### config.mk
export PLATFORM = sky130hd
export DESIGN_NAME = pbf_ctrl
export DESIGN_NICKNAME = d
export VERILOG_FILES = /design/src/rtl/pbf_pkg.sv /design/src/rtl/pbf_ctrl.sv
export VERILOG_INCLUDE_DIRS = /design/src /design/src/rtl
export SDC_FILE = /design/constraint.sdc
export NUM_CORES = 1
export LEC_CHECK = 0
export ABC_AREA = 1
export BUFFER_PORTS_ARGS = -buffer_cell sky130_fd_sc_hd__buf_2
export CAP_MARGIN = 20
export CORE_ASPECT_RATIO = 0.7
export CORE_MARGIN = 4
export CORE_UTILIZATION = 35
export CTS_BUF_LIST = sky130_fd_sc_hd__clkbuf_8 sky130_fd_sc_hd__clkbuf_16
export DETAILED_ROUTE_END_ITERATION = 10
export GPL_ROUTABILITY_DRIVEN = 0
export GPL_TIMING_DRIVEN = 0
export PLACE_DENSITY = 0.53
export SETUP_SLACK_MARGIN = 0.5
export SYNTH_ARGS = -nofsm -noshare
export SYNTH_HDL_FRONTEND = slang
export SYNTH_SLANG_ARGS = --single-unit
### constraint.sdc
create_clock -name clk -period 7.1 [get_ports clk]
set_input_delay 0.355 -clock clk [delete_from_list [all_inputs] [get_ports clk]]
set_output_delay 0.355 -clock clk [all_outputs]
set_load 0.1 [all_outputs]
### src/rtl/pipe_byte_fifo_with_endpoints_core_defines.svh
`ifndef PIPE_BYTE_FIFO_WITH_ENDPOINTS_CORE_DEFINES_SVH
`define PIPE_BYTE_FIFO_WITH_ENDPOINTS_CORE_DEFINES_SVH

// Same-cycle implication, disabled during reset.
`define PBF_ASSERT_NOW(lbl, ante, cons, msg) \
	lbl: assert property (@(posedge clk) disable iff (!arst_n) (ante) |-> (cons)) \
		else $error(msg);

// Next-cycle implication, disabled during reset.
`define PBF_ASSERT_NEXT(lbl, ante, cons, msg) \
	lbl: assert property (@(posedge clk) disable iff (!arst_n) (ante) |=> (cons)) \
		else $error(msg);

`endif

### src/rtl/pbf_pkg.sv
`default_nettype none

package pbf_pkg;

	localparam int DATA_W   = 8;
	localparam int LEN_W    = 16;
	localparam int FILL_W   = 13;
	localparam int STATUS_W = 3;

	typedef enum logic [1:0] {
		ACT_WRITE  = 2'd0,
		ACT_READ   = 2'd1,
		ACT_ATTACH = 2'd2,
		ACT_DETACH = 2'd3
	} action_t;

	localparam logic [1:0] MODE_RD  = 2'd0;
	localparam logic [1:0] MODE_WR  = 2'd1;
	localparam logic [1:0] MODE_RW  = 2'd2;
	localparam logic [1:0] MODE_BAD = 2'd3;

	typedef enum logic [STATUS_W-1:0] {
		ST_OK          = 3'd0,
		ST_EOF         = 3'd1,
		ST_WOULD_BLOCK = 3'd2,
		ST_MUST_WAIT   = 3'd3,
		ST_BROKEN      = 3'd4,
		ST_BAD_END     = 3'd5,
		ST_SHORT       = 3'd6
	} status_t;

	typedef struct packed {
		logic wr_en;
		logic rd_en;
	} mem_ctl_t;

endpackage

`default_nettype wire

### src/rtl/pbf_ctrl.sv
`default_nettype none

module pbf_ctrl #(
	parameter int CAPACITY   = 4096,
	parameter int COUNT_BITS = 16,
	parameter int AW         = 12
) (
	input  wire logic                          clk,
	input  wire logic                          arst_n,
	input  wire logic                          accept,
	input  wire logic [1:0]                    action,
	input  wire logic                          first_of_request,
	input  wire logic [pbf_pkg::LEN_W-1:0]     request_length,
	input  wire logic [1:0]                    access_mode,
	input  wire logic                          nonblock,
	input  wire logic [1:0]                    poll_events,
	output pbf_pkg::mem_ctl_t                  mem_ctl,
	output logic      [AW-1:0]                 waddr,
	output logic      [AW-1:0]                 raddr,
	output logic                               done,
	output logic                               got,
	output logic      [pbf_pkg::STATUS_W-1:0]  status,
	output logic                               readable,
	output logic                               writable,
	output logic                               hang_up,
	output logic                               pipe_error,
	output logic      [pbf_pkg::FILL_W-1:0]    fill_level
);
	import pbf_pkg::*;

	`include "pipe_byte_fifo_with_endpoints_core_defines.svh"

	localparam int CNT_W = $clog2(CAPACITY + 1);
	localparam int CMP_W = (CNT_W > LEN_W + 1) ? CNT_W : LEN_W + 1;
	localparam logic [CNT_W-1:0] CAP_CNT  = CNT_W'(CAPACITY);
	localparam logic [CMP_W-1:0] CAP_CMP  = CMP_W'(CAPACITY);
	localparam logic [AW-1:0]    PTR_LAST = AW'(CAPACITY - 1);

	logic [AW-1:0]         wp_q, rp_q, wp_nxt, rp_nxt;
	logic [CNT_W-1:0]      cnt_q, cnt_nxt;
	logic [COUNT_BITS-1:0] rd_cnt_q, wr_cnt_q, rd_nxt, wr_nxt;
	logic                  drop_q, drop_nxt;
	logic                  push, pop, clear;
	status_t               st, st_wait;
	action_t               act;
	logic                  may_read, may_write, mode_bad, full, empty, fits;
	logic [CMP_W-1:0]      space, len_cmp;

	logic                  done_q, got_q;
	status_t               status_q;
	logic                  readable_q, writable_q, hang_up_q, pipe_error_q;
	logic [FILL_W-1:0]     fill_q;

	assign act       = action_t'(action);
	assign mode_bad  = (access_mode == MODE_BAD);
	assign may_read  = (access_mode == MODE_RD) || (access_mode == MODE_RW);
	assign may_write = (access_mode == MODE_WR) || (access_mode == MODE_RW);
	assign full      = (cnt_q == CAP_CNT);
	assign empty     = (cnt_q == '0);
	assign space     = CMP_W'(CAP_CNT - cnt_q);
	assign len_cmp   = CMP_W'(request_length);
	assign fits      = !(len_cmp <= CAP_CMP && space < len_cmp);
	assign st_wait   = nonblock ? ST_WOULD_BLOCK : ST_MUST_WAIT;

	always_comb begin
		push     = 1'b0;
		pop      = 1'b0;
		clear    = 1'b0;
		st       = ST_OK;
		drop_nxt = drop_q;
		rd_nxt   = rd_cnt_q;
		wr_nxt   = wr_cnt_q;
		if (accept) begin
			case (act)
				ACT_WRITE, ACT_READ: begin
					if (!first_of_request && drop_q) begin
						st = ST_SHORT;
					end else if ((act == ACT_WRITE) ? !may_write : !may_read) begin
						st       = ST_BAD_END;
						drop_nxt = 1'b1;
					end else begin
						drop_nxt = 1'b0;
						if (act == ACT_WRITE) begin
							if (first_of_request) begin
								if (request_length == '0) begin
									drop_nxt = 1'b1;
								end else if (rd_cnt_q == '0) begin
									st       = ST_BROKEN;
									drop_nxt = 1'b1;
								end else if (!fits || full) begin
									st       = st_wait;
									drop_nxt = 1'b1;
								end else begin
									push = 1'b1;
								end
							end else if (full) begin
								st       = ST_SHORT;
								drop_nxt = 1'b1;
							end else begin
								push = 1'b1;
							end
						end else begin
							if (first_of_request) begin
								if (request_length == '0) begin
									drop_nxt = 1'b1;
								end else if (empty) begin
									st       = (wr_cnt_q == '0) ? ST_EOF : st_wait;
									drop_nxt = 1'b1;
								end else begin
									pop = 1'b1;
								end
							end else if (empty) begin
								st       = ST_SHORT;
								drop_nxt = 1'b1;
							end else begin
								pop = 1'b1;
							end
						end
					end
				end
				ACT_ATTACH: begin
					if (mode_bad) begin
						st = ST_BAD_END;
					end else begin
						if (may_write && wr_cnt_q != '1) wr_nxt = wr_cnt_q + 1'b1;
						if (may_read && rd_cnt_q != '1) rd_nxt = rd_cnt_q + 1'b1;
					end
				end
				ACT_DETACH: begin
					if (mode_bad) begin
						st = ST_BAD_END;
					end else begin
						if (may_write && wr_cnt_q != '0) wr_nxt = wr_cnt_q - 1'b1;
						if (may_read && rd_cnt_q != '0) rd_nxt = rd_cnt_q - 1'b1;
						clear = (rd_nxt == '0) && (wr_nxt == '0);
					end
				end
				default: begin
					st = ST_OK;
				end
			endcase
		end
	end

	always_comb begin
		wp_nxt  = wp_q;
		rp_nxt  = rp_q;
		cnt_nxt = cnt_q;
		if (clear) begin
			wp_nxt  = '0;
			rp_nxt  = '0;
			cnt_nxt = '0;
		end else if (push) begin
			wp_nxt  = (wp_q == PTR_LAST) ? '0 : wp_q + 1'b1;
			cnt_nxt = cnt_q + 1'b1;
		end else if (pop) begin
			rp_nxt  = (rp_q == PTR_LAST) ? '0 : rp_q + 1'b1;
			cnt_nxt = cnt_q - 1'b1;
		end
	end

	always_ff @(posedge clk or negedge arst_n) begin
		if (!arst_n) begin
			wp_q     <= '0;
			rp_q     <= '0;
			cnt_q    <= '0;
			rd_cnt_q <= '0;
			wr_cnt_q <= '0;
			drop_q   <= 1'b0;
			done_q   <= 1'b0;
		end else begin
			wp_q     <= wp_nxt;
			rp_q     <= rp_nxt;
			cnt_q    <= cnt_nxt;
			rd_cnt_q <= rd_nxt;
			wr_cnt_q <= wr_nxt;
			drop_q   <= drop_nxt;
			done_q   <= accept;
		end
	end

	// hold the result of the last transfer
	always_ff @(posedge clk) begin
		if (accept) begin
			got_q        <= pop;
			status_q     <= st;
			readable_q   <= may_read && (cnt_nxt != '0) && poll_events[0];
			writable_q   <= may_write && (rd_nxt != '0) && (cnt_nxt != CAP_CNT)
				&& poll_events[1];
			hang_up_q    <= may_read && (wr_nxt == '0);
			pipe_error_q <= may_write && (rd_nxt == '0);
			fill_q       <= FILL_W'(cnt_nxt);
		end
	end

	assign mem_ctl.wr_en = push;
	assign mem_ctl.rd_en = pop;
	assign waddr         = wp_q;
	assign raddr         = rp_q;
	assign done          = done_q;
	assign got           = got_q;
	assign status        = status_q;
	assign readable      = readable_q;
	assign writable      = writable_q;
	assign hang_up       = hang_up_q;
	assign pipe_error    = pipe_error_q;
	assign fill_level    = fill_q;

	`PBF_ASSERT_NOW(a_pop_not_empty, pop, cnt_q != '0, "pop from empty ring")
	`PBF_ASSERT_NOW(a_push_not_full, push, cnt_q != CAP_CNT, "push into full ring")
	`PBF_ASSERT_NEXT(a_done_follows, accept, done, "no result after transfer")
	`PBF_ASSERT_NEXT(a_clear_empties, clear, cnt_q == '0 && wp_q == '0 && rp_q == '0,
		"ring not emptied on last detach")

endmodule

`default_nettype wire

[Word-level counts from Yosys, hierarchy flattened]
Cells that the tools add are included.
Word-level totals
  word-level logic and storage cells: 155
  bits in writable memories: 0
  input bits: 27
  bits in read-only memories: 0
  bits in registers: 92
  latch bits: 0
  output and inout bits: 48
  memories kept: 0
Operators by class
  reduce and logical (&&, ||, !) cells: 40
  equal/unequal tests: 13
  multiplexer cells: 76
  shifts and indexed selects: 0
  add/subtract/negate cells: 9
  magnitude comparators: 2
  bitwise logic cells: 1
  divide/modulo/power cells: 0
  $mul: 0
Operator list (number)
  16-bit two-way mux: 16
  16-bit logical NOT: 7
  12-bit two-way mux: 7
  16-bit one-hot mux with 2 select lines: 2
  16-bit nonzero test: 3
  13-bit two-way mux: 3
  1-bit two-way mux: 33
  16-bit by 1-bit adder with 16-bit output (second input constant): 2
  16-bit inequality test (second input constant): 2
  16-bit by 1-bit subtractor with 16-bit output (second input constant): 2
  3-bit two-way mux: 10
  12-bit by 1-bit adder with 12-bit output (second input constant): 2
  12-bit == test (second input constant): 2
  17-bit by 16-bit less-than comparator with 1-bit output: 1
  16-bit by 13-bit less-or-equal comparator with 1-bit output (second input constant): 1
  1-bit logical AND: 14
  13-bit by 13-bit subtractor with 14-bit output (first input constant): 1
  13-bit by 1-bit adder with 13-bit output (second input constant): 1
  13-bit == test (second input constant): 1
  13-bit logical NOT: 1
  13-bit inequality test (second input constant): 1
  13-bit nonzero test: 1
  13-bit by 1-bit subtractor with 13-bit output (second input constant): 1
  2-bit == test (second input constant): 4
  12 further kinds: 23

[Longest topological paths before layout]
  depth in word-level cells: 18
  gate-level depth with buffers: 28

[Least setup slack after synthesis]
No wires, ideal clock.
  path type: register to register
  start point: register cnt_q[0]
  end point: register readable_q (netlist: readable), data pin
  setup slack: 3641 ps
  arrival time: 3207 ps
  data required time: 6848 ps
  period minus slack after synthesis: 3459 ps
  setup time: 252 ps
  cell stages (with the launch flop): 27
  cells stage by stage: dfrtp_1 > inv_1 > ha_1 > nand4_1 > nor3_2 > nand2_1 > o21ai_0 > inv_1 > ha_1 > a21oi_1 > nor3_1 > nor3_1 > nand2_1 > nand2_1 > nand2_1 > nand2_1 > nand2_1 > nand3_1 > nand2_2 > nand3_2 > buf_4 > nand3_1 > nand2_1 > nor2_1 > nand3_1 > nor2_1 > nor2_1
On the way
  longest elaborated chain between the ends: 18
  elaborated cells between the ends (all ways): 32
Ends and longest elaborated chain
  from (decl): RTL line pbf_ctrl.sv:40  | logic [CNT_W-1:0] cnt_q, cnt_nxt;
  from (signal assigned): RTL line pbf_ctrl.sv:174  | cnt_q <= cnt_nxt;
  13-bit by 13-bit subtractor with 14-bit output: RTL line pbf_ctrl.sv:60  | assign space = CMP_W'(CAP_CNT - cnt_q);
  17-bit by 16-bit less-than comparator with 1-bit output: RTL line pbf_ctrl.sv:62  | assign fits = !(len_cmp <= CAP_CMP && space < len_cmp);
  1-bit logical AND: RTL line pbf_ctrl.sv:62
  1-bit logical OR: RTL line pbf_ctrl.sv:90  | end else if (!fits || full) begin
  1-bit two-way mux: RTL line pbf_ctrl.sv:90
  1-bit two-way mux: RTL line pbf_ctrl.sv:87  | end else if (rd_cnt_q == '0) begin
  1-bit two-way mux: RTL line pbf_ctrl.sv:85  | if (request_length == '0) begin
  1-bit two-way mux: RTL line pbf_ctrl.sv:84  | if (first_of_request) begin
  [2 not listed]
  1-bit two-way mux: RTL line pbf_ctrl.sv:76  | if (!first_of_request && drop_q) begin
  1-bit two-way mux: RTL line pbf_ctrl.sv:74  | case (act)
  1-bit two-way mux: RTL line pbf_ctrl.sv:73  | if (accept) begin
  13-bit two-way mux (*): RTL line pbf_ctrl.sv:153  | end else if (push) begin
  13-bit two-way mux (*): RTL line pbf_ctrl.sv:149  | if (clear) begin
  named net cnt_nxt[11]: RTL line pbf_ctrl.sv:40
  13-bit nonzero test (*): RTL line pbf_ctrl.sv:187  | readable_q <= may_read && (cnt_nxt != '0) && poll_events[0];
  1-bit logical AND (*) (2 in a row): RTL line pbf_ctrl.sv:187
  to (signal assigned): RTL line pbf_ctrl.sv:187
  to (decl): RTL line pbf_ctrl.sv:51  | logic readable_q, writable_q, hang_up_q, pipe_error_q;
The timed path passes the listed nets; every way through them passes the cells marked *.
A chain may end at the register's enable or synchronous reset.

[Worst setup path in the final report]
  start point: register cnt_q[0]
  end point: output port mem_ctl[1] (netlist name)
On the way
  longest elaborated chain between the ends: 13
  elaborated cells between the ends (all ways): 15
Ends and longest elaborated chain
  13-bit by 13-bit subtractor with 14-bit output: RTL line pbf_ctrl.sv:60
  17-bit by 16-bit less-than comparator with 1-bit output: RTL line pbf_ctrl.sv:62
  1-bit logical AND: RTL line pbf_ctrl.sv:62
  1-bit logical OR: RTL line pbf_ctrl.sv:90
  1-bit two-way mux: RTL line pbf_ctrl.sv:90
  1-bit two-way mux: RTL line pbf_ctrl.sv:87
  1-bit two-way mux: RTL line pbf_ctrl.sv:85
  1-bit two-way mux (*): RTL line pbf_ctrl.sv:84
  1-bit two-way mux (*): RTL line pbf_ctrl.sv:83  | if (act == ACT_WRITE) begin
  1-bit two-way mux (*): RTL line pbf_ctrl.sv:78  | end else if ((act == ACT_WRITE) ? !may_write : !may_read) begin
  1-bit two-way mux (*): RTL line pbf_ctrl.sv:76
  1-bit two-way mux (*): RTL line pbf_ctrl.sv:74
  1-bit two-way mux (*): RTL line pbf_ctrl.sv:73
  to (decl): RTL line pbf_ctrl.sv:17  | output pbf_pkg::mem_ctl_t mem_ctl,
Every way passes the cells marked *; elsewhere a longest branch is shown, timed or not.

==> metrics <==
status=completed; Inserted Clock Buffers=9; Final Hold Viols=0; headroom to the max-slew limit=0.401; Slew Limit Fails=0; unrepaired setup endpoints after global routing=no; ANT cells=0; maxcap violations=0; Distinct cells, synth=slightly below 50; post-synth top area cell=dfrtp_1; WS Path Type=reg -> out; first-pass GRT wire length=47000 um; Antenna Nets Post-Route=0; top cells by area, synth=dfrtp_1, nand2_1, inv_1; CP Capture Type=output port; worst slew pin tran=between 800 and 900 ps; die height=140 um; Vias/cell=5.11; Post-Syn Nets=~1400; total gr overflow=0; worst-path cell chain=inv_1, ha_1, nand4_1, nor3_2, nand2_1, o21ai_0, inv_1, ha_1, a21oi_1, nor3_1, nor3_1, nand2_1, nand2_1, nand2_1, nand2_1, nand2_1, nand3_1, nand2_2, nand3_2, inv_2, buf_4, buf_2; CP most frequent cell=nand2_1; Mapped Cells=1392; XOR/XNOR Fraction of Synth Area=0.0444; layout cells sized above 1=0.127; number of synthesized register bits=92; CTS Root Cell=clkbuf_16; yosys warns=0; Compound-Gate Fraction of Synth Area=0.114; HP Class=in -> reg; clock share of power=0.149; # Post-CTS Setup Buffers=0; first-pass detailed-route iteration total=5; Post-synth EDFFs=21; combinational power share=0.587; Slowest-stage cell, CP=dfrtp_1; final WL=a little under 30000 um; vias in the first global route=between 8000 and 9000; detailed-route via count=9209; top cells by count, synth=nand2_1, inv_1, nor2_1; arrival time at the worst endpoint=around 4400 ps; Setup Skew=between 8 and 9 ps; Initial Util=0.362; switching power=1.73 mW; Pint=approximately 1.4 mW; Synth Area in Simple Gates=0.405; total power=3.12 mW; clk buf depth=2; multi-input logic area=5240 um2; maximum number of pins on one net before global-route repair=61; die width=between 150 and 200 um; Seq/Total Area, Yosys=0.277; row cnt=47; Post-Syn Area=between 8000 and 9000 um2; Worst R2R Path Depth=27; Critical path buffers and inverters=5; Power Dens Cells=approximately 320 nW/um2; Ports=75; Storage cell area=between 2000 and 2500 um2; most common cell in the synthesized netlist=nand2_1; Sw Ratio=0.555; H-tree lvl count=3; Post-DP HPWL=23400 um; Post-synth top flop=dfrtp_1; synthesized area per cell=6.23 um2; NumNets Final=~1500; DR WL/cell=16.5 um; Critical Path RT=6740 ps; post-synthesis async set-or-reset flop share=0.772; crit-path leading delay family=simple AND/OR/NAND/NOR gates; CP Launch Type=register; clk_lat worst skew=370 ps; Layout area overhead=12.5%; filler cell count=2618; Critical Path Fanout Max=10; 1st-iter DRT viols=between 1000 and 1500; port buffer count=74; full die area=between 20000 and 30000 um2; Yosys top cell area share=0.205; final setup vio count=0; CTS tree=done; antenna violations before repair=0; Hold Crit Depth=3; clock slew at reported path FFs=~60 ps; fin crit share=0.667; Remaining DRCs=0; Worst path depth=22; largest family of logic cells by synthesized area=simple AND/OR/NAND/NOR gates; sequential share of power=0.265; post-synthesis mux area share=0.00115; Core Area=24000 um2; Tot GR Track Use=0.216; critical path's largest stage delay=approximately 430 ps; peak supply drop=between 0.3 and 0.4 mV; TNS Setup=0 ps; Tmin final=between 4000 and 5000 ps; clock sinks=a little over 90; fmax=between 200 and 250 MHz; Static Leak=4.90 nW; adder-cell share of the synthesized area=0.0389
-- cell usage in the layout, fill, tap and decap left out, types with 6 or more instances in the layout --
cell type    n
nand2_2     25
o211ai_1    11
o21ai_0     90
nor2_1     166
xor2_1      40
inv_1      174
a21oi_1     38
inv_2       10
buf_2       86
nand4_1     19
dfrtp_1     71
buf_6       10
nor2_2      11
o21ai_1      7
nand3_1    122
edfxtp_1    21
nor3_1      19
clkbuf_1    17
clkbuf_16    9
o22ai_1      9
nand2_1    424
ha_1        27
buf_4       10
nor4_1       6
-- path summary, 6_finish.rpt --
| kind | from | to | slack [ps] |
|---|---|---|---|
| setup / recovery | cnt_q[0]$_DFF_PN0_ | mem_ctl[1] | 2360 |
| hold / removal | poll_events[0] | readable$_DFFE_PP_ | 310 |
| setup reg to reg | cnt_q[0]$_DFF_PN0_ | writable$_DFFE_PP_ | 2760 |
| hold reg to reg | drop_q$_DFFE_PN0P_ | drop_q$_DFFE_PN0P_ | 560 |
| max in group asynchronous | arst_n | cnt_q[7]$_DFF_PN0_ | 6140 |
| min in group asynchronous | arst_n | wr_cnt_q[1]$_DFF_PN0_ | 380 |
-- state kept, by name, summed over array words and instances, names as in the netlist --
signal / count
drop_q: 1
writable: 1
fill_level: 13
wr_cnt_q: 16
waddr: 12
cnt_q: 13
got: 1
rd_cnt_q: 16
readable: 1
done: 1
pipe_error: 1
hang_up: 1
raddr: 12
status: 3
-- logic make-up (layout without fill, tap and decap cells) --
group,Yosys count,count (layout)
buf+inv,239,331
simple gates,811,811
compound gates,178,178
flops,92,92
mux,1,1
xor+xnor,44,44
fa+ha+maj,27,27
-- metal layers --
metal | up-vias | global-route usage | share of wire
met3 | 18 | 0.0474 | 0.090
met5 | - | 0 | 0
met1 | 4226 | 0.359 | 0.53
met2 | 340 | 0.280 | 0.37
li1 | 4625 | - | -
met4 | 0 | 0.0331 | 0.0093
-- layout make-up --
type / count / area share
clock buffer: 10 / 0.0245
buffer: 53 / 0.0343
clock inverter: 6 / 0.00397
inverter: 186 / 0.0716
multi-input combinational: 1061 / 0.536
sequential: 92 / 0.247
tap: 318 / 0.0408
timing repair buffer: 76 / 0.0420
-- what timing repair did --
| item | 4_1_cts | 5_1_grt |
|---|---|---|
| hold endpoints to repair | 11 | 0 |
| hold buffers | 1 | 0 |
| gates resized for setup | 0 | 0 |
-- stage by stage --
step | hold slack (ps) | cells | instance area, um2 | utilization | setup WS, ps
floorplan | 59.4 | 1392 | 8680 | - | 3640
global placement | 536 | 1784 | 9450 | 0.394 | 2750
detailed placement | 224 | 1785 | 9480 | 0.395 | 2760
CTS | 297 | 1802 | 9760 | 0.407 | 2360
global route | 328 | 1802 | 9760 | 0.407 | 2020
finish | 310 | 1802 | 9760 | 0.407 | 2360
-- power groups by stage --
stage / sequential, mW / combinational (mW) / clock, mW
after global routing: 0.849 / 2.00 / 0.504
after floorplan: 1.33 / 0.906 / 0
after CTS: 0.823 / 1.81 / 0.479
final: 0.825 / 1.83 / 0.463
after detailed placement: 0.832 / 1.80 / 0
after global placement: 0.833 / 1.80 / 0
-- worst min-delay path, delay by kind of cell --
family        cells  cell delay (ps)
buf+inv           1               80
simple gates      2              120
(Power assumes the default switching activity.)
